File: src/rtl/abg_pkg.sv
`timescale 1ns / 1ps
// ----------------------------------------------------------------------------
// abg_pkg: shared definitions of the ADC averaging battery gauge
// Field widths, arithmetic constants, register indexes, state types and the
// structs that pass between the gauge's modules.
// ----------------------------------------------------------------------------
package abg_pkg;

  // Field widths.
  localparam int SAMPLE_W = 12;
  localparam int SUM_W    = 18;
  localparam int CNT_W    = 7;
  localparam int RATIO_W  = 17;
  localparam int MV_W     = 16;
  localparam int PCT_W    = 7;
  localparam int CFG_W    = RATIO_W;
  localparam int CFG_IDX_W = 2;

  // Gauge constants.
  localparam int MAX_SAMPLES    = 64;
  localparam int ADC_FULL_SCALE = 4095;
  localparam int MV_SCALE       = 3300;
  localparam int PCT_SCALE      = 100;

  // Largest group size: MAX_SAMPLES, capped to what the count register can express.
  localparam int CNT_CAP = (MAX_SAMPLES > (2**CNT_W - 1)) ? (2**CNT_W - 1) : MAX_SAMPLES;

  // Shared divider geometry. A quotient that does not fit in QUOT_W bits is saturated.
  localparam int QUOT_W  = 16;
  localparam int FS_W    = $clog2(ADC_FULL_SCALE + 1);
  localparam int SCALE_W = $clog2(MV_SCALE + 1);
  localparam int PROD_W  = SAMPLE_W + SCALE_W;
  localparam int NUM_W   = PROD_W + QUOT_W;
  localparam int DEN_W   = FS_W + RATIO_W;
  localparam int REM_W   = (DEN_W > PROD_W) ? DEN_W : PROD_W;
  localparam int STEP_W  = $clog2(QUOT_W);
  localparam int PPROD_W = MV_W + $clog2(PCT_SCALE + 1);

  localparam logic [SAMPLE_W-1:0] AVG_MAX = {SAMPLE_W{1'b1}};

  typedef enum logic [CFG_IDX_W-1:0] {
    REG_SAMPLE_COUNT = 2'd0,
    REG_DIVIDER      = 2'd1,
    REG_EMPTY_MV     = 2'd2,
    REG_FULL_MV      = 2'd3
  } cfg_reg_e;

  typedef enum logic [2:0] {
    ST_IDLE,
    ST_AVG_RUN,
    ST_MV_START,
    ST_MV_RUN,
    ST_PCT_START,
    ST_PCT_RUN,
    ST_EMIT
  } gauge_state_e;

  typedef enum logic [1:0] {
    DIV_IDLE,
    DIV_CHECK,
    DIV_RUN,
    DIV_DONE
  } div_state_e;

  typedef struct packed {
    logic             close;
    logic [SUM_W-1:0] sum;
    logic [CNT_W-1:0] n;
  } acc_status_t;

  typedef struct packed {
    logic              done;
    logic [QUOT_W-1:0] quot;
  } div_rsp_t;

endpackage

File: src/rtl/abg_accum.sv
`timescale 1ns / 1ps
// ----------------------------------------------------------------------------
// abg_accum: sample accumulator
// Keeps the running sum and count of the current group and flags the word
// that closes it.
// ----------------------------------------------------------------------------
module abg_accum import abg_pkg::*; (
  input  logic                clk_i,
  input  logic                rst_ni,
  input  logic                accept_i,
  input  logic [SAMPLE_W-1:0] sample_i,
  input  logic                sample_ok_i,
  input  logic [CNT_W-1:0]    sample_count_i,
  output acc_status_t         status_o
);

  logic [SUM_W-1:0] sum_q, sum_d;
  logic [CNT_W-1:0] taken_q, taken_d;
  logic [SUM_W-1:0] sum_new;
  logic [CNT_W-1:0] taken_new;
  logic [CNT_W-1:0] n;

  always_comb begin
    if (sample_count_i == '0) begin
      n = CNT_W'(1);
    end else if (sample_count_i > CNT_W'(CNT_CAP)) begin
      n = CNT_W'(CNT_CAP);
    end else begin
      n = sample_count_i;
    end
  end

  assign sum_new   = sum_q + SUM_W'(sample_i);
  assign taken_new = taken_q + CNT_W'(1);

  assign status_o.close = sample_ok_i && (taken_new >= n);
  assign status_o.sum   = sum_new;
  assign status_o.n     = n;

  always_comb begin
    sum_d   = sum_q;
    taken_d = taken_q;
    if (accept_i) begin
      if (!sample_ok_i || status_o.close) begin
        sum_d   = '0;
        taken_d = '0;
      end else begin
        sum_d   = sum_new;
        taken_d = taken_new;
      end
    end
  end

  always_ff @(posedge clk_i or negedge rst_ni) begin
    if (!rst_ni) begin
      sum_q   <= '0;
      taken_q <= '0;
    end else begin
      sum_q   <= sum_d;
      taken_q <= taken_d;
    end
  end

endmodule

File: src/rtl/abg_div.sv
`timescale 1ns / 1ps
// ----------------------------------------------------------------------------
// abg_div: bit-serial restoring divider
// Produces one quotient bit per cycle. A quotient that does not fit in
// QUOT_W bits, or a zero divisor, gives the all-ones quotient.
// ----------------------------------------------------------------------------
module abg_div import abg_pkg::*; (
  input  logic             clk_i,
  input  logic             rst_ni,
  input  logic             start_i,
  input  logic [NUM_W-1:0] num_i,
  input  logic [DEN_W-1:0] den_i,
  output div_rsp_t         rsp_o
);

  div_state_e state_q, state_d;

  logic [REM_W-1:0]  rem_q;
  logic [QUOT_W-1:0] lo_q;
  logic [DEN_W-1:0]  den_q;
  logic [QUOT_W-1:0] quot_q;
  logic [STEP_W-1:0] step_q;

  logic [REM_W:0]   trial;
  logic [REM_W:0]   diff;
  logic             fits;
  logic [REM_W-1:0] rem_next;
  logic             sat;
  logic             last_step;

  // The high part of the dividend is already the first partial remainder;
  // if it is not below the divisor the quotient overflows.
  assign sat       = rem_q >= REM_W'(den_q);
  assign trial     = {rem_q, lo_q[QUOT_W-1]};
  assign diff      = trial - (REM_W + 1)'(den_q);
  assign fits      = trial >= (REM_W + 1)'(den_q);
  assign rem_next  = fits ? diff[REM_W-1:0] : trial[REM_W-1:0];
  assign last_step = step_q == STEP_W'(QUOT_W - 1);

  always_comb begin
    state_d = state_q;
    case (state_q)
      DIV_IDLE:  if (start_i) state_d = DIV_CHECK;
      DIV_CHECK: state_d = sat ? DIV_DONE : DIV_RUN;
      DIV_RUN:   if (last_step) state_d = DIV_DONE;
      DIV_DONE:  state_d = DIV_IDLE;
      default:   state_d = DIV_IDLE;
    endcase
  end

  always_comb begin
    rsp_o.done = state_q == DIV_DONE;
    rsp_o.quot = quot_q;
  end

  always_ff @(posedge clk_i or negedge rst_ni) begin
    if (!rst_ni) begin
      state_q <= DIV_IDLE;
      step_q  <= '0;
    end else begin
      state_q <= state_d;
      if (state_q == DIV_RUN) begin
        step_q <= step_q + STEP_W'(1);
      end else begin
        step_q <= '0;
      end
    end
  end

  always_ff @(posedge clk_i) begin
    if (state_q == DIV_IDLE && start_i) begin
      rem_q <= REM_W'(num_i[NUM_W-1:QUOT_W]);
      lo_q  <= num_i[QUOT_W-1:0];
      den_q <= den_i;
    end else if (state_q == DIV_CHECK && sat) begin
      quot_q <= '1;
    end else if (state_q == DIV_RUN) begin
      rem_q  <= rem_next;
      lo_q   <= {lo_q[QUOT_W-2:0], 1'b0};
      quot_q <= {quot_q[QUOT_W-2:0], fits};
    end
  end

endmodule

File: src/rtl/adc_average_battery_gauge.sv
`timescale 1ns / 1ps
// ----------------------------------------------------------------------------
// adc_average_battery_gauge: ADC averaging battery gauge
// Averages groups of ADC samples and reports the mean raw value, the supply
// voltage in millivolts and a battery charge percent for each group.
// ----------------------------------------------------------------------------
//
//  Channel  Direction  Handshake                 Word
//  -------  ---------  ------------------------  ---------------------------
//  in       sink       in_valid_i / in_stall_o   sample_i, sample_ok_i
//  out      source     out_valid_o / out_stall_i average_raw_o, supply_mv_o,
//                                                charge_percent_o, read_error_o
//  cfg      sink       cfg_we_i                  cfg_index_i, cfg_wdata_i
//
// A sample that does not close its group is taken without a stall, and the next
// word can follow at once. A closing sample starts three divisions in turn on
// one bit-serial divider (mean, millivolts, percent), with a setup state
// before each of the last two. The percent division is skipped when the
// voltage lies outside the band. The input stays stalled until the result
// word is loaded into the output register. A failed sample is answered with
// an error word.
// Reset clears the group and loads the register defaults.
// The output register holds a finished word while out_stall_i is high, and
// the input keeps taking samples meanwhile; only a new result waits for it.
//
module adc_average_battery_gauge import abg_pkg::*; (
  input  logic                 clk_i,
  input  logic                 rst_ni,
  // Sample input.
  input  logic                 in_valid_i,
  output logic                 in_stall_o,
  input  logic [SAMPLE_W-1:0]  sample_i,
  input  logic                 sample_ok_i,
  // Result output.
  output logic                 out_valid_o,
  input  logic                 out_stall_i,
  output logic [SAMPLE_W-1:0]  average_raw_o,
  output logic [MV_W-1:0]      supply_mv_o,
  output logic [PCT_W-1:0]     charge_percent_o,
  output logic                 read_error_o,
  // Configuration writes.
  input  logic                 cfg_we_i,
  input  logic [CFG_IDX_W-1:0] cfg_index_i,
  input  logic [CFG_W-1:0]     cfg_wdata_i
);

  // Configuration registers.
  logic [CNT_W-1:0]   sample_count_q;
  logic [RATIO_W-1:0] ratio_q;
  logic [MV_W-1:0]    empty_mv_q;
  logic [MV_W-1:0]    full_mv_q;

  always_ff @(posedge clk_i or negedge rst_ni) begin
    if (!rst_ni) begin
      sample_count_q <= CNT_W'(8);
      ratio_q        <= RATIO_W'(32768);
      empty_mv_q     <= MV_W'(3000);
      full_mv_q      <= MV_W'(4200);
    end else if (cfg_we_i) begin
      case (cfg_reg_e'(cfg_index_i))
        REG_SAMPLE_COUNT: sample_count_q <= cfg_wdata_i[CNT_W-1:0];
        REG_DIVIDER:      ratio_q        <= cfg_wdata_i[RATIO_W-1:0];
        REG_EMPTY_MV:     empty_mv_q     <= cfg_wdata_i[MV_W-1:0];
        REG_FULL_MV:      full_mv_q      <= cfg_wdata_i[MV_W-1:0];
        default: ;
      endcase
    end
  end

  gauge_state_e state_q, state_d;

  logic        in_accept;
  acc_status_t acc_st;
  div_rsp_t    div_rsp;
  logic             div_start;
  logic [NUM_W-1:0] div_num;
  logic [DEN_W-1:0] div_den;

  // Working copies of the result being built.
  logic [SAMPLE_W-1:0] avg_q;
  logic [MV_W-1:0]     mv_q;
  logic [PCT_W-1:0]    pct_q;
  logic                err_q;

  // Output register.
  logic                out_valid_q;
  logic [SAMPLE_W-1:0] out_avg_q;
  logic [MV_W-1:0]     out_mv_q;
  logic [PCT_W-1:0]    out_pct_q;
  logic                out_err_q;
  logic                out_free;
  logic                out_load;

  logic [PROD_W-1:0]  mv_prod;
  logic [DEN_W-1:0]   mv_den;
  logic [PPROD_W-1:0] pct_prod;
  logic               in_band;

  assign in_accept = in_valid_i && !in_stall_o;
  assign out_free  = !out_valid_q || !out_stall_i;

  abg_accum u_accum (
    .clk_i          (clk_i),
    .rst_ni         (rst_ni),
    .accept_i       (in_accept),
    .sample_i       (sample_i),
    .sample_ok_i    (sample_ok_i),
    .sample_count_i (sample_count_q),
    .status_o       (acc_st)
  );

  abg_div u_div (
    .clk_i   (clk_i),
    .rst_ni  (rst_ni),
    .start_i (div_start),
    .num_i   (div_num),
    .den_i   (div_den),
    .rsp_o   (div_rsp)
  );

  // Millivolts = mean * 3300 * 2^16 / (full scale * ratio). The 2^16 factor
  // is an appended zero field, so only the two narrow products are built.
  assign mv_prod  = PROD_W'(avg_q) * PROD_W'(MV_SCALE);
  assign mv_den   = DEN_W'(ratio_q) * DEN_W'(ADC_FULL_SCALE);
  assign pct_prod = PPROD_W'(mv_q - empty_mv_q) * PPROD_W'(PCT_SCALE);
  // Strictly between the two end points the percent is interpolated;
  // otherwise it is clamped, which also covers full not above empty.
  assign in_band  = (mv_q > empty_mv_q) && (mv_q < full_mv_q);

  always_comb begin
    state_d = state_q;
    case (state_q)
      ST_IDLE: begin
        if (in_accept) begin
          if (!sample_ok_i) begin
            state_d = ST_EMIT;
          end else if (acc_st.close) begin
            state_d = ST_AVG_RUN;
          end
        end
      end
      ST_AVG_RUN:   if (div_rsp.done) state_d = ST_MV_START;
      ST_MV_START:  state_d = ST_MV_RUN;
      ST_MV_RUN:    if (div_rsp.done) state_d = ST_PCT_START;
      ST_PCT_START: state_d = in_band ? ST_PCT_RUN : ST_EMIT;
      ST_PCT_RUN:   if (div_rsp.done) state_d = ST_EMIT;
      ST_EMIT:      if (out_free) state_d = ST_IDLE;
      default:      state_d = ST_IDLE;
    endcase
  end

  // Handshake and divider operand selection for each step.
  always_comb begin
    in_stall_o = 1'b1;
    out_load   = 1'b0;
    div_start  = 1'b0;
    div_num    = NUM_W'(acc_st.sum);
    div_den    = DEN_W'(acc_st.n);
    case (state_q)
      ST_IDLE: begin
        in_stall_o = 1'b0;
        div_start  = in_accept && acc_st.close;
      end
      ST_MV_START: begin
        div_start = 1'b1;
        div_num   = {mv_prod, {QUOT_W{1'b0}}};
        div_den   = mv_den;
      end
      ST_PCT_START: begin
        div_start = in_band;
        div_num   = NUM_W'(pct_prod);
        div_den   = DEN_W'(full_mv_q - empty_mv_q);
      end
      ST_EMIT: begin
        out_load = out_free;
      end
      default: ;
    endcase
  end

  always_ff @(posedge clk_i or negedge rst_ni) begin
    if (!rst_ni) begin
      state_q <= ST_IDLE;
    end else begin
      state_q <= state_d;
    end
  end

  always_ff @(posedge clk_i) begin
    case (state_q)
      ST_IDLE: begin
        if (in_accept && !sample_ok_i) begin
          avg_q <= '0;
          mv_q  <= '0;
          pct_q <= '0;
          err_q <= 1'b1;
        end else if (in_accept && acc_st.close) begin
          err_q <= 1'b0;
        end
      end
      ST_AVG_RUN: begin
        if (div_rsp.done) begin
          // A group size lowered mid-group can push the mean past full scale.
          avg_q <= (div_rsp.quot > QUOT_W'(AVG_MAX)) ? AVG_MAX : div_rsp.quot[SAMPLE_W-1:0];
        end
      end
      ST_MV_RUN: begin
        if (div_rsp.done) begin
          mv_q <= div_rsp.quot;
        end
      end
      ST_PCT_START: begin
        pct_q <= (mv_q <= empty_mv_q) ? '0 : PCT_W'(PCT_SCALE);
      end
      ST_PCT_RUN: begin
        if (div_rsp.done) begin
          pct_q <= div_rsp.quot[PCT_W-1:0];
        end
      end
      default: ;
    endcase
  end

  always_ff @(posedge clk_i or negedge rst_ni) begin
    if (!rst_ni) begin
      out_valid_q <= 1'b0;
    end else if (out_load) begin
      out_valid_q <= 1'b1;
    end else if (!out_stall_i) begin
      out_valid_q <= 1'b0;
    end
  end

  always_ff @(posedge clk_i) begin
    if (out_load) begin
      out_avg_q <= avg_q;
      out_mv_q  <= mv_q;
      out_pct_q <= pct_q;
      out_err_q <= err_q;
    end
  end

  assign out_valid_o      = out_valid_q;
  assign average_raw_o    = out_avg_q;
  assign supply_mv_o      = out_mv_q;
  assign charge_percent_o = out_pct_q;
  assign read_error_o     = out_err_q;

endmodule

File: config.mk
export PLATFORM = sky130hd
export DESIGN_NAME = adc_average_battery_gauge
export DESIGN_NICKNAME = d
export VERILOG_FILES = /design/src/rtl/abg_pkg.sv /design/src/rtl/abg_accum.sv /design/src/rtl/abg_div.sv /design/src/rtl/adc_average_battery_gauge.sv
export SDC_FILE = /design/constraint.sdc
export NUM_CORES = 1
export LEC_CHECK = 0
export BUFFER_PORTS_ARGS = -buffer_cell sky130_fd_sc_hd__buf_2
export CORE_UTILIZATION = 55
export DETAILED_ROUTE_END_ITERATION = 8
export GPL_TIMING_DRIVEN = 0
export PLACE_DENSITY = 0.7
export SYNTH_ARGS = -nofsm -noshare
export SYNTH_HDL_FRONTEND = slang
export SYNTH_SLANG_ARGS = --single-unit
File: constraint.sdc
create_clock -name clk_i -period 6.9 [get_ports clk_i]
set_input_delay 0.69 -clock clk_i [delete_from_list [all_inputs] [get_ports clk_i]]
set_output_delay 0.69 -clock clk_i [all_outputs]
set_load 0.02 [all_outputs]
==> results of run 1 <==
[flip-flops by register name, summed over array words and instances (netlist names), 4 cells and up]
name and cells:
u_div.den_q 29, u_div.step_q 4, mv_q 16, ratio_q 17
full_mv_q 16, u_accum.sum_q 18, average_raw_o 12, sample_count_q 7
pct_q 7, charge_percent_o 7, u_accum.taken_q 7, empty_mv_q 16
u_div.quot_q 16, u_div.lo_q 16, u_div.rem_q 29, avg_q 12
supply_mv_o 16
[logic make-up (layout without fill, tap and decap cells)]
| kind of cell | after synthesis | after routing | synth area share |
|---|---|---|---|
| buffers and inverters | 414 | 546 | 0.06984 |
| adder cells (fa/ha/maj) | 461 | 461 | 0.3025 |
| XOR/XNOR | 125 | 125 | 0.04778 |
| AO/OA/AOI/OAI | 494 | 494 | 0.1424 |
| multiplexers | 76 | 76 | 0.03626 |
| AND/OR/NAND/NOR | 411 | 411 | 0.09097 |
| other | 0 | 1 | 0 |
| flip-flops | 253 | 253 | 0.3102 |
[cell usage in the layout, fill, tap and decap left out, types with 56 or more instances in the layout]
cell type	synthesis	routed
sky130_fd_sc_hd__o21ai_0	94	94
sky130_fd_sc_hd__fa_1	155	155
sky130_fd_sc_hd__mux2_2	56	56
sky130_fd_sc_hd__nor2_1	91	91
sky130_fd_sc_hd__nand2_1	95	95
sky130_fd_sc_hd__a21oi_1	112	110
sky130_fd_sc_hd__a21o_1	75	74
sky130_fd_sc_hd__xnor2_1	68	68
sky130_fd_sc_hd__buf_2	4	77
sky130_fd_sc_hd__inv_1	370	370
sky130_fd_sc_hd__xor2_1	57	57
sky130_fd_sc_hd__ha_1	306	306
sky130_fd_sc_hd__edfxtp_1	157	157
sky130_fd_sc_hd__dfrtp_1	78	78
[cell type report]
class	count	area share
diodes	1	0.0001001
plain buffers	43	0.008309
clock buffers	44	0.03454
clock inverters	10	0.002753
inverters	371	0.05571
multi-input cells	1567	0.5691
flip-flops and latches	253	0.2843
well taps	532	0.02663
repair buffers	78	0.01852
[stage by stage]
stage	hold WS (ns)	instances	worst slack [ns]	instance area (sq um)	utilization
after global routing	0.1392	2898	0.3288	25000	0.6108
after global placement	0.4034	2840	0.8107	23950	0.5852
after detailed placement	0.4061	2844	0.7205	24060	0.5880
final	0.1174	2899	0.6656	25000	0.6108
after CTS	0.1131	2898	0.7200	25000	0.6108
after floorplan	0.3944	2234	1.392	22910	-
[metal layers]
layer  vias up  GRT usage  wire length, um
met2       493     0.4442            26370
met1      8188     0.3752            25390
met5         -          0                0
met3       121    0.04462             3567
li1       8019          -                -
met4         0    0.09900             2136
[how the worst max path moves through the flow]
stage,slack [ns],end,cells after the start,from
2_1_floorplan,1.39,u_div.den_q[27],18,ratio_q[15]
3_3_place_gp,0.81,u_div.den_q[28],18,ratio_q[0]
3_5_place_dp,0.72,u_div.den_q[28],18,ratio_q[0]
4_1_cts,0.72,u_div.den_q[28],18,ratio_q[0]
5_1_grt,0.33,u_div.den_q[28],18,ratio_q[1]
6_report,0.67,u_div.den_q[28],18,ratio_q[0]
==> Flow_metrics.wiki, run 1 <==
{| class="wikitable"
! Metric !! Value
|-
| Outcome || finished clean
|-
| Clock transition at the registers of the reported paths || 0.06 ns
|-
| Via count of the first global-routing pass || 16,990
|-
| Fraction of the yosys area taken by sequential cells || 0.3102
|-
| Level count of the clock H-tree || 1
|-
| Sequential cell area in the final layout || 7108 sq um
|-
| Synthesized net count || 2,732
|-
| Setup repair after global routing missed its margin || no
|-
| Overall via count from detail_route || 16,820
|-
| Number of antenna violations at the first check in global routing || 1
|-
| Cell chain of the critical path || fa_1 -> inv_1 -> fa_1 -> inv_1 -> fa_1 -> fa_1 -> inv_1 -> fa_1 -> inv_1 -> ha_1 -> a21o_1 -> a2111oi_0 -> nor2_1 -> o2bb2ai_1 -> o41ai_1 -> o2111ai_1 -> xnor2_1 -> o21ai_0
|-
| Fraction of layout cells with a size suffix above 1 || 0.09425
|-
| FF+latch count, synth || 253
|-
| Achievable Freq || 0.1604 GHz
|-
| Number of failing hold endpoints at the final stage || 0
|-
| Clock skew || 0.03235 ns
|-
| Asr flop ratio synth || 0.3597
|-
| Slowest stage cell on the critical path || sky130_fd_sc_hd__a2111oi_0
|-
| Global route overflow || 0
|-
| Area of combinational cells with multiple inputs || 14,230 sq um
|-
| Vertical die dimension || 206.1 um
|-
| Remaining routing DRC violations || 0
|-
| Slew at the pin with the worst max-slew slack || 1.227 ns
|-
| Clock sinks || 253
|-
| Total of max-cap violations || 0
|-
| Launch point of the worst reg-to-reg path || ratio_q[0]
|-
| Cells on worst reg2reg path || 18
|-
| Hold/Removal Path Class || input pin to async pin
|-
| Arrival time at the worst endpoint || 6.55 ns
|-
| Vias per Instance || 5.802
|-
| Routed wire length || 57.46 mm
|-
| Max-slew headroom at the worst pin || 0.1803
|-
| Largest net degree at the start of global routing || 57
|-
| Required time reported for the critical path endpoint || 7.21 ns
|-
| Cell type group with the largest total delay on the critical path || adder cells
|-
| Number of flops mapped to enable cells by yosys || 157
|-
| Num CTS Buffers || 29
|-
| First-pass GRT wire length || 90.22 mm
|-
| Syn Area/Cell || 10.26 sq um
|-
| Endpoint type of the worst setup path || register
|-
| Yosys warns || 0
|-
| Global Route Usage Sum || 0.2757
|-
| Delay of the slowest critical-path stage || 0.69 ns
|-
| Total of hold buffers inserted after clock tree synthesis || 0
|-
| Most used standard cell by instance count after synthesis || sky130_fd_sc_hd__inv_1
|-
| Count of cells resized by post-cts repair || 0
|-
| Num rows || 74
|-
| Library cell occupying the most area in the post-synthesis netlist || sky130_fd_sc_hd__edfxtp_1
|-
| Flop-to-flop setup slack || 0.67 ns
|-
| TritonCTS clock tree || done
|-
| Final period demand of the worst path || 6.234 ns
|-
| Critical path launch point type || register
|-
| Dominant cell type by count on the critical path || sky130_fd_sc_hd__fa_1
|-
| Number of port buffers || 74
|-
| WL per Instance || 19.82 um
|-
| Final slew viol count || 0
|-
| Area growth from synthesis to layout || 9.097%
|-
| Detailed router's first-iteration violation count || 1,111
|-
| First-pass detailed-route iteration total || 5
|-
| Overall die area || 42,480 sq um
|-
| Total standard cell area after synthesis || 22,910 sq um
|-
| Weighted congestion at the end of routability-driven global placement || 0.9211
|-
| Maximum fanout count along the critical path || 6
|-
| Post-synth top cells || 370 x sky130_fd_sc_hd__inv_1, 306 x sky130_fd_sc_hd__ha_1, 157 x sky130_fd_sc_hd__edfxtp_1
|-
| ANT nets after route || 0
|-
| Primary FF master, synth || sky130_fd_sc_hd__edfxtp_1
|-
| Crit Reg-Reg Endpoint || u_div.den_q[28]
|-
| Floorplan die width || 206.1 um
|-
| DP Wirelength || 46.92 mm
|-
| Number of buffers and inverters on the critical path || 4
|-
| Area of the core || 40,920 sq um
|-
| Number of unique standard cell types used by synthesis || 81
|-
| Worst Setup Path Type || register to register
|-
| Top Ports || 75
|-
| Worst-case clock buffer depth || 3
|-
| Final setup violation count || 0
|-
| Final net count || 2,841
|-
| Fillers || 3,372
|-
| Initial core utilization || 0.5599
|-
| Most area-consuming cells after synthesis || sky130_fd_sc_hd__edfxtp_1 21%, sky130_fd_sc_hd__ha_1 17%, sky130_fd_sc_hd__fa_1 14%
|-
| Master cell of the clock root buffer || sky130_fd_sc_hd__clkbuf_16
|-
| Area share of the largest cell type after synthesis || 0.2058
|-
| Post-route setup TNS || 0 ns
|-
| Post-CTS Setup Repair Bufs || 0
|-
| Period utilisation layout || 0.9035
|-
| Latest clock arrival within the worst-skew pair || 0.58 ns
|-
| Post-Synthesis Cells || 2,234
|}
Power of run 1 is left out: the tool's default activity adds up to more than one toggle a clock period on the data nets, which glitch-free logic cannot reach.
==> run 2, diff against run 1 <==
CORE_ASPECT_RATIO = 1.75   (was default)
==> run 2 against run 1 <==
Compared with the run above:
- clock skew is 0.0024 ns higher
- die area is essentially flat
- setup slack got worse by 0.22 ns
- core utilization is 0.53 points lower
- design area decreased by 0.80%
- critical endpoint unchanged
- final cell count is 0.28% higher
- critical path depth unchanged
- sequential share of layout area grew 0.23 points
- global-route usage is 1.5 points higher
- critical path type unchanged
- largest cell class unchanged
- sequential cell count stayed put
- hold slack worse by 0.046 ns
- clock-buffer cell count down 13
==> Flow_metrics.wiki, run 2 (synthesis results as in run 1) <==
{| class="wikitable"
! Metric !! Value
|-
| Outcome || finished clean
|-
| Slowest stage cell on the critical path || sky130_fd_sc_hd__a2111oi_0
|-
| Clock skew || 0.03476 ns
|-
| Num CTS Buffers || 24
|-
| Via count of the first global-routing pass || 17,740
|-
| Post-route setup TNS || 0 ns
|-
| Endpoint type of the worst setup path || register
|-
| Setup repair after global routing missed its margin || no
|-
| Cell Area, Placed || 24,060 sq um
|-
| Floorplan die width || 156.3 um
|-
| Total of max-cap violations || 0
|-
| Delay of the slowest critical-path stage || 0.73 ns
|-
| Final slew viol count || 0
|-
| Worst Setup Path Type || register to register
|-
| Achievable Freq || 0.1548 GHz
|-
| Commonest non-fill, non-tap cell in the layout || sky130_fd_sc_hd__inv_1
|-
| Total length of routed met3 wires || 2.381 mm
|-
| Top Ports || 75
|-
| Global Route Usage Sum || 0.2905
|-
| Most frequent cells in the layout || 370 x sky130_fd_sc_hd__inv_1, 306 x sky130_fd_sc_hd__ha_1, 157 x sky130_fd_sc_hd__edfxtp_1, 155 x sky130_fd_sc_hd__fa_1, 111 x sky130_fd_sc_hd__a21oi_1
|-
| Post-CTS Setup Repair Bufs || 0
|-
| First-pass GRT wire length || 93.36 mm
|-
| Required time reported for the critical path endpoint || 7.15 ns
|-
| Final setup violation count || 0
|-
| Clock transition at the registers of the reported paths || 0.06 ns
|-
| Hold/Removal Path Class || input pin to async pin
|-
| Cell chain of the critical path || inv_1 -> fa_1 -> fa_1 -> fa_1 -> inv_1 -> fa_1 -> inv_1 -> fa_1 -> inv_1 -> ha_1 -> a21o_1 -> a2111oi_0 -> nor2_1 -> o2bb2ai_1 -> o41ai_1 -> o2111ai_1 -> xnor2_1 -> o21ai_0
|-
| First-pass detailed-route iteration total || 5
|-
| Total of hold buffers inserted after clock tree synthesis || 0
|-
| Area growth from synthesis to layout || 8.224%
|-
| TritonCTS clock tree || done
|-
| Vertical die dimension || 272.0 um
|-
| Routed wire length || 60.24 mm
|-
| Largest regs || u_div.den_q (29), u_div.rem_q (29), u_accum.sum_q (18)
|-
| Global route overflow || 0
|-
| Largest net degree at the start of global routing || 68
|-
| Remaining routing DRC violations || 0
|-
| Final period demand of the worst path || 6.459 ns
|-
| Latest clock arrival within the worst-skew pair || 0.57 ns
|-
| Critical path launch point type || register
|-
| Top sig layer || met4
|-
| Number of antenna violations at the first check in global routing || 0
|-
| Maximum fanout count along the critical path || 4
|-
| Area of the core || 40,950 sq um
|-
| Max-slew headroom at the worst pin || 0.2942
|-
| Fraction of layout cells with a size suffix above 1 || 0.09037
|-
| Initial core utilization || 0.5595
|-
| DP Wirelength || 50.32 mm
|-
| Overall die area || 42,510 sq um
|-
| Dominant cell type by count on the critical path || sky130_fd_sc_hd__fa_1
|-
| Detailed-routing wirelength on met1 || 20.59 mm
|-
| Met2 WL post-DR || 31.54 mm
|-
| Detailed router's first-iteration violation count || 816
|-
| Vias per Instance || 5.836
|-
| Master cell of the clock root buffer || sky130_fd_sc_hd__clkbuf_16
|-
| Clock sinks || 253
|-
| Arrival time at the worst endpoint || 6.71 ns
|-
| Overall via count from detail_route || 16,970
|-
| WL per Instance || 20.72 um
|-
| Worst-case clock buffer depth || 3
|-
| Level count of the clock H-tree || 1
|-
| Slew at the pin with the worst max-slew slack || 1.056 ns
|-
| ANT nets after route || 0
|-
| Number of port buffers || 74
|-
| Count of cells resized by post-cts repair || 0
|-
| Inserted Diodes || 0
|-
| Number of failing hold endpoints at the final stage || 0
|-
| Period utilisation layout || 0.9360
|-
| Num rows || 98
|-
| Final net count || 2,837
|-
| Weighted congestion at the end of routability-driven global placement || 0.9701
|-
| Post-route standard cell area excluding fillers || 24,800 sq um
|}
## run 2: cell count changes in the layout (fill, tap and decap cells not counted), sizes merged
cell      delta
inv          -1
clkinvlp     +1
buf          +1
clkinv       +3
clkbuf      -13
diode        -1
## run 2: final cells by class
type                       count  area (sq um)
clock buffer                  31         636.9
fill                        3523         16160
buffer                        43         207.7
clock inverter                13         88.84
inverter                     371          1393
sequential                   253          7108
tap                          550         688.2
timing repair buffer          79         452.9
multi-input combinational   1567         14220
## run 2: worst max-delay path: cells and delay by family (launching register included)
| kind | cells | cell delay, ns |
|---|---|---|
| adders and majority gates | 6 | 2.92 |
| and+or+nand+nor | 1 | 0.23 |
| AOI/OAI and AO/OA | 6 | 1.97 |
| DFF | 1 | 0.56 |
| xor gates and xnor gates | 1 | 0.20 |
| buffers and inverters | 4 | 0.27 |
## run 2: final timing paths
kind	end	slack, ns	start	depth (start not counted)
max	u_div.den_q[28]	0.44	ratio_q[7]	18
min	u_accum.sum_q[0]	0.07	rst_ni	1
max reg2reg	u_div.den_q[28]	0.44	ratio_q[7]	18
min reg2reg	charge_percent_o[1]	0.42	pct_q[1]	0
max in group asynchronous	empty_mv_q[9]	6.11	rst_ni	2
min in group clk_i	ratio_q[16]	0.35	cfg_wdata_i[16]	2
## run 2: routing by layer
layer,GRT usage,up-vias
li1,-,7995
met1,0.2924,8303
met2,0.5372,473
met3,0.02546,194
met4,0.2384,0
met5,0,-
## run 2: per-stage QoR
stage | util | hold WS (ns) | std cells | setup WS [ns]
3_5_place_dp | 0.5875 | 0.4052 | 2862 | 0.4836
3_3_place_gp | 0.5853 | 0.4015 | 2858 | 0.6129
6_report | 0.6055 | 0.07176 | 2907 | 0.4415
4_1_cts | 0.6052 | 0.08637 | 2906 | 0.4464
5_1_grt | 0.6055 | 0.1079 | 2907 | 0.1581
2_1_floorplan | - | 0.3944 | 2234 | 1.392
Power of run 2 is left out for the same reason.
==> run 3, diff against run 2 <==
CORE_MARGIN = 5   (was default)
==> run 3 against run 2 <==
Compared with the run above:
- hold slack improved by 0.020 ns
- routed wire length is 0.14% lower
- global-route usage down 2.7 points
- clock skew down 0.021 ns
- die area rose by 8.2%
- register-to-register slack improved by 0.16 ns
- sequential cell count is the same
- final cell count is 0.21% higher
- critical path depth unchanged
- clock-buffer cell count down 3
- largest cell class unchanged
- highest routed layer unchanged
==> Flow_metrics.wiki, run 3 (synthesis results as in run 1) <==
{| class="wikitable"
! Metric !! Value
|-
| Outcome || finished clean
|-
| Maximum fanout count along the critical path || 6
|-
| Num rows || 99
|-
| Fillers || 3,527
|-
| Number of antenna violations at the first check in global routing || 0
|-
| Weighted congestion at the end of routability-driven global placement || 0.9467
|-
| Most frequent cells in the layout || 370 x sky130_fd_sc_hd__inv_1, 306 x sky130_fd_sc_hd__ha_1, 157 x sky130_fd_sc_hd__edfxtp_1, 155 x sky130_fd_sc_hd__fa_1, 110 x sky130_fd_sc_hd__a21oi_1
|-
| Vias per Instance || 5.762
|-
| Global Route Usage Sum || 0.2634
|-
| Slew at the pin with the worst max-slew slack || 1.295 ns
|-
| Required time reported for the critical path endpoint || 7.17 ns
|-
| Level count of the clock H-tree || 1
|-
| Achievable Freq || 0.1588 GHz
|-
| Inserted Diodes || 0
|-
| Slowest stage cell on the critical path || sky130_fd_sc_hd__fa_1
|-
| Cells on worst reg2reg path || 18
|-
| Sequential cell area in the final layout || 7108 sq um
|-
| Delay of the slowest critical-path stage || 0.62 ns
|-
| Total of hold buffers inserted after clock tree synthesis || 0
|-
| Initial core utilization || 0.5522
|-
| ANT nets after route || 0
|-
| Worst Setup Path Type || register to register
|-
| Met3 GRT Util || 0.01882
|-
| Post-CTS Setup Repair Bufs || 0
|-
| Met1 Use GR || 0.2673
|-
| Routed wire length || 60.15 mm
|-
| Clock skew || 0.01405 ns
|-
| Final slew viol count || 0
|-
| Remaining routing DRC violations || 0
|-
| WL per Instance || 20.65 um
|-
| Via count of the first global-routing pass || 17,990
|-
| Area of the core || 41,500 sq um
|-
| Num CTS Buffers || 25
|-
| Global route overflow || 0
|-
| Overall die area || 46,000 sq um
|-
| First-pass GRT wire length || 93.94 mm
|-
| Fraction of layout cells with a size suffix above 1 || 0.09245
|-
| Area of combinational cells with multiple inputs || 14,230 sq um
|-
| Final period demand of the worst path || 6.299 ns
|-
| Floorplan die width || 164.3 um
|-
| Detailed router's first-iteration violation count || 804
|-
| Top Ports || 75
|-
| Clock transition at the registers of the reported paths || 0.07 ns
|-
| Largest net degree at the start of global routing || 57
|-
| Count of cells resized by post-cts repair || 0
|-
| Max-slew headroom at the worst pin || 0.1313
|-
| Most crowded layer after global routing || met2
|-
| Total of max-cap violations || 0
|-
| Vertical die dimension || 280.0 um
|-
| Post-route setup TNS || 0 ns
|-
| Final setup violation count || 0
|-
| Hold/Removal Path Class || input pin to async pin
|-
| Largest regs || u_div.den_q (29), u_div.rem_q (29), u_accum.sum_q (18)
|-
| First-pass detailed-route iteration total || 5
|-
| Clock sinks || 253
|-
| DP Wirelength || 50.53 mm
|-
| Latest clock arrival within the worst-skew pair || 0.56 ns
|-
| Commonest non-fill, non-tap cell in the layout || sky130_fd_sc_hd__inv_1
|-
| Number of port buffers || 74
|-
| Master cell of the clock root buffer || sky130_fd_sc_hd__clkbuf_16
|-
| Setup repair after global routing missed its margin || no
|-
| Arrival time at the worst endpoint || 6.57 ns
|-
| TritonCTS clock tree || done
|-
| Cell chain of the critical path || fa_1 -> inv_1 -> fa_1 -> inv_1 -> fa_1 -> fa_1 -> inv_1 -> fa_1 -> inv_1 -> ha_1 -> a21o_1 -> a2111oi_0 -> nor2_1 -> o2bb2ai_1 -> o41ai_1 -> o2111ai_1 -> xnor2_1 -> o21ai_0
|-
| Period utilisation layout || 0.9129
|-
| Number of failing hold endpoints at the final stage || 0
|-
| Dominant cell type by count on the critical path || sky130_fd_sc_hd__fa_1
|-
| Overall via count from detail_route || 16,790
|-
| Worst-case clock buffer depth || 3
|-
| Met2 track demand over resource in global routing || 0.5029
|-
| Final net count || 2,837
|-
| Critical path launch point type || register
|-
| Area growth from synthesis to layout || 9.037%
|-
| Endpoint type of the worst setup path || register
|}
## run 3: area by class of cell
cell class / count / share of cell area
well taps: 555 / 0.02779
flip-flops and latches: 253 / 0.2845
multi-input cells: 1567 / 0.5694
plain buffers: 43 / 0.008313
clock inverters: 18 / 0.008814
clock buffers: 28 / 0.02719
inverters: 371 / 0.05574
repair buffers: 78 / 0.01823
## run 3: worst paths after layout
| path | startpoint | end | slack, ns |
|---|---|---|---|
| setup / recovery | ratio_q[0] | u_div.den_q[28] | 0.60 |
| hold / removal | rst_ni | out_valid_o | 0.09 |
| setup reg to reg | ratio_q[0] | u_div.den_q[28] | 0.60 |
| hold reg to reg | pct_q[0] | charge_percent_o[0] | 0.42 |
| max in group asynchronous | rst_ni | u_accum.sum_q[10] | 6.09 |
| min in group clk_i | cfg_wdata_i[16] | ratio_q[16] | 0.36 |
## run 3: worst max-delay path, delay by kind of cell (launching register included)
family                   cells  cell delay, ns
flip-flops                   1            0.51
buffers and inverters        4            0.23
adder cells (fa/ha/maj)      6            3.01
XOR/XNOR                     1            0.19
AND/OR/NAND/NOR              1            0.21
AO/OA/AOI/OAI                6            1.84
## run 3: layer usage
layer / wire length, um / up-vias
met4: 4958 / 0
met2: 32820 / 425
met5: 0 / -
met1: 20390 / 8187
met3: 1984 / 184
li1: - / 7989
## run 3: per-stage QoR
stage | area [sq um] | util | cells | worst slack [ns] | hold slack (ns)
after floorplan | 22910 | - | 2234 | 1.392 | 0.3944
after global placement | 23980 | 0.5778 | 2863 | 0.6360 | 0.4008
after detailed placement | 24080 | 0.5803 | 2867 | 0.6496 | 0.4045
after CTS | 24980 | 0.6020 | 2913 | 0.6207 | 0.09294
after global routing | 24980 | 0.6021 | 2913 | 0.4690 | 0.1217
final | 24980 | 0.6021 | 2913 | 0.6012 | 0.09146
Power of run 3 is left out for the same reason.
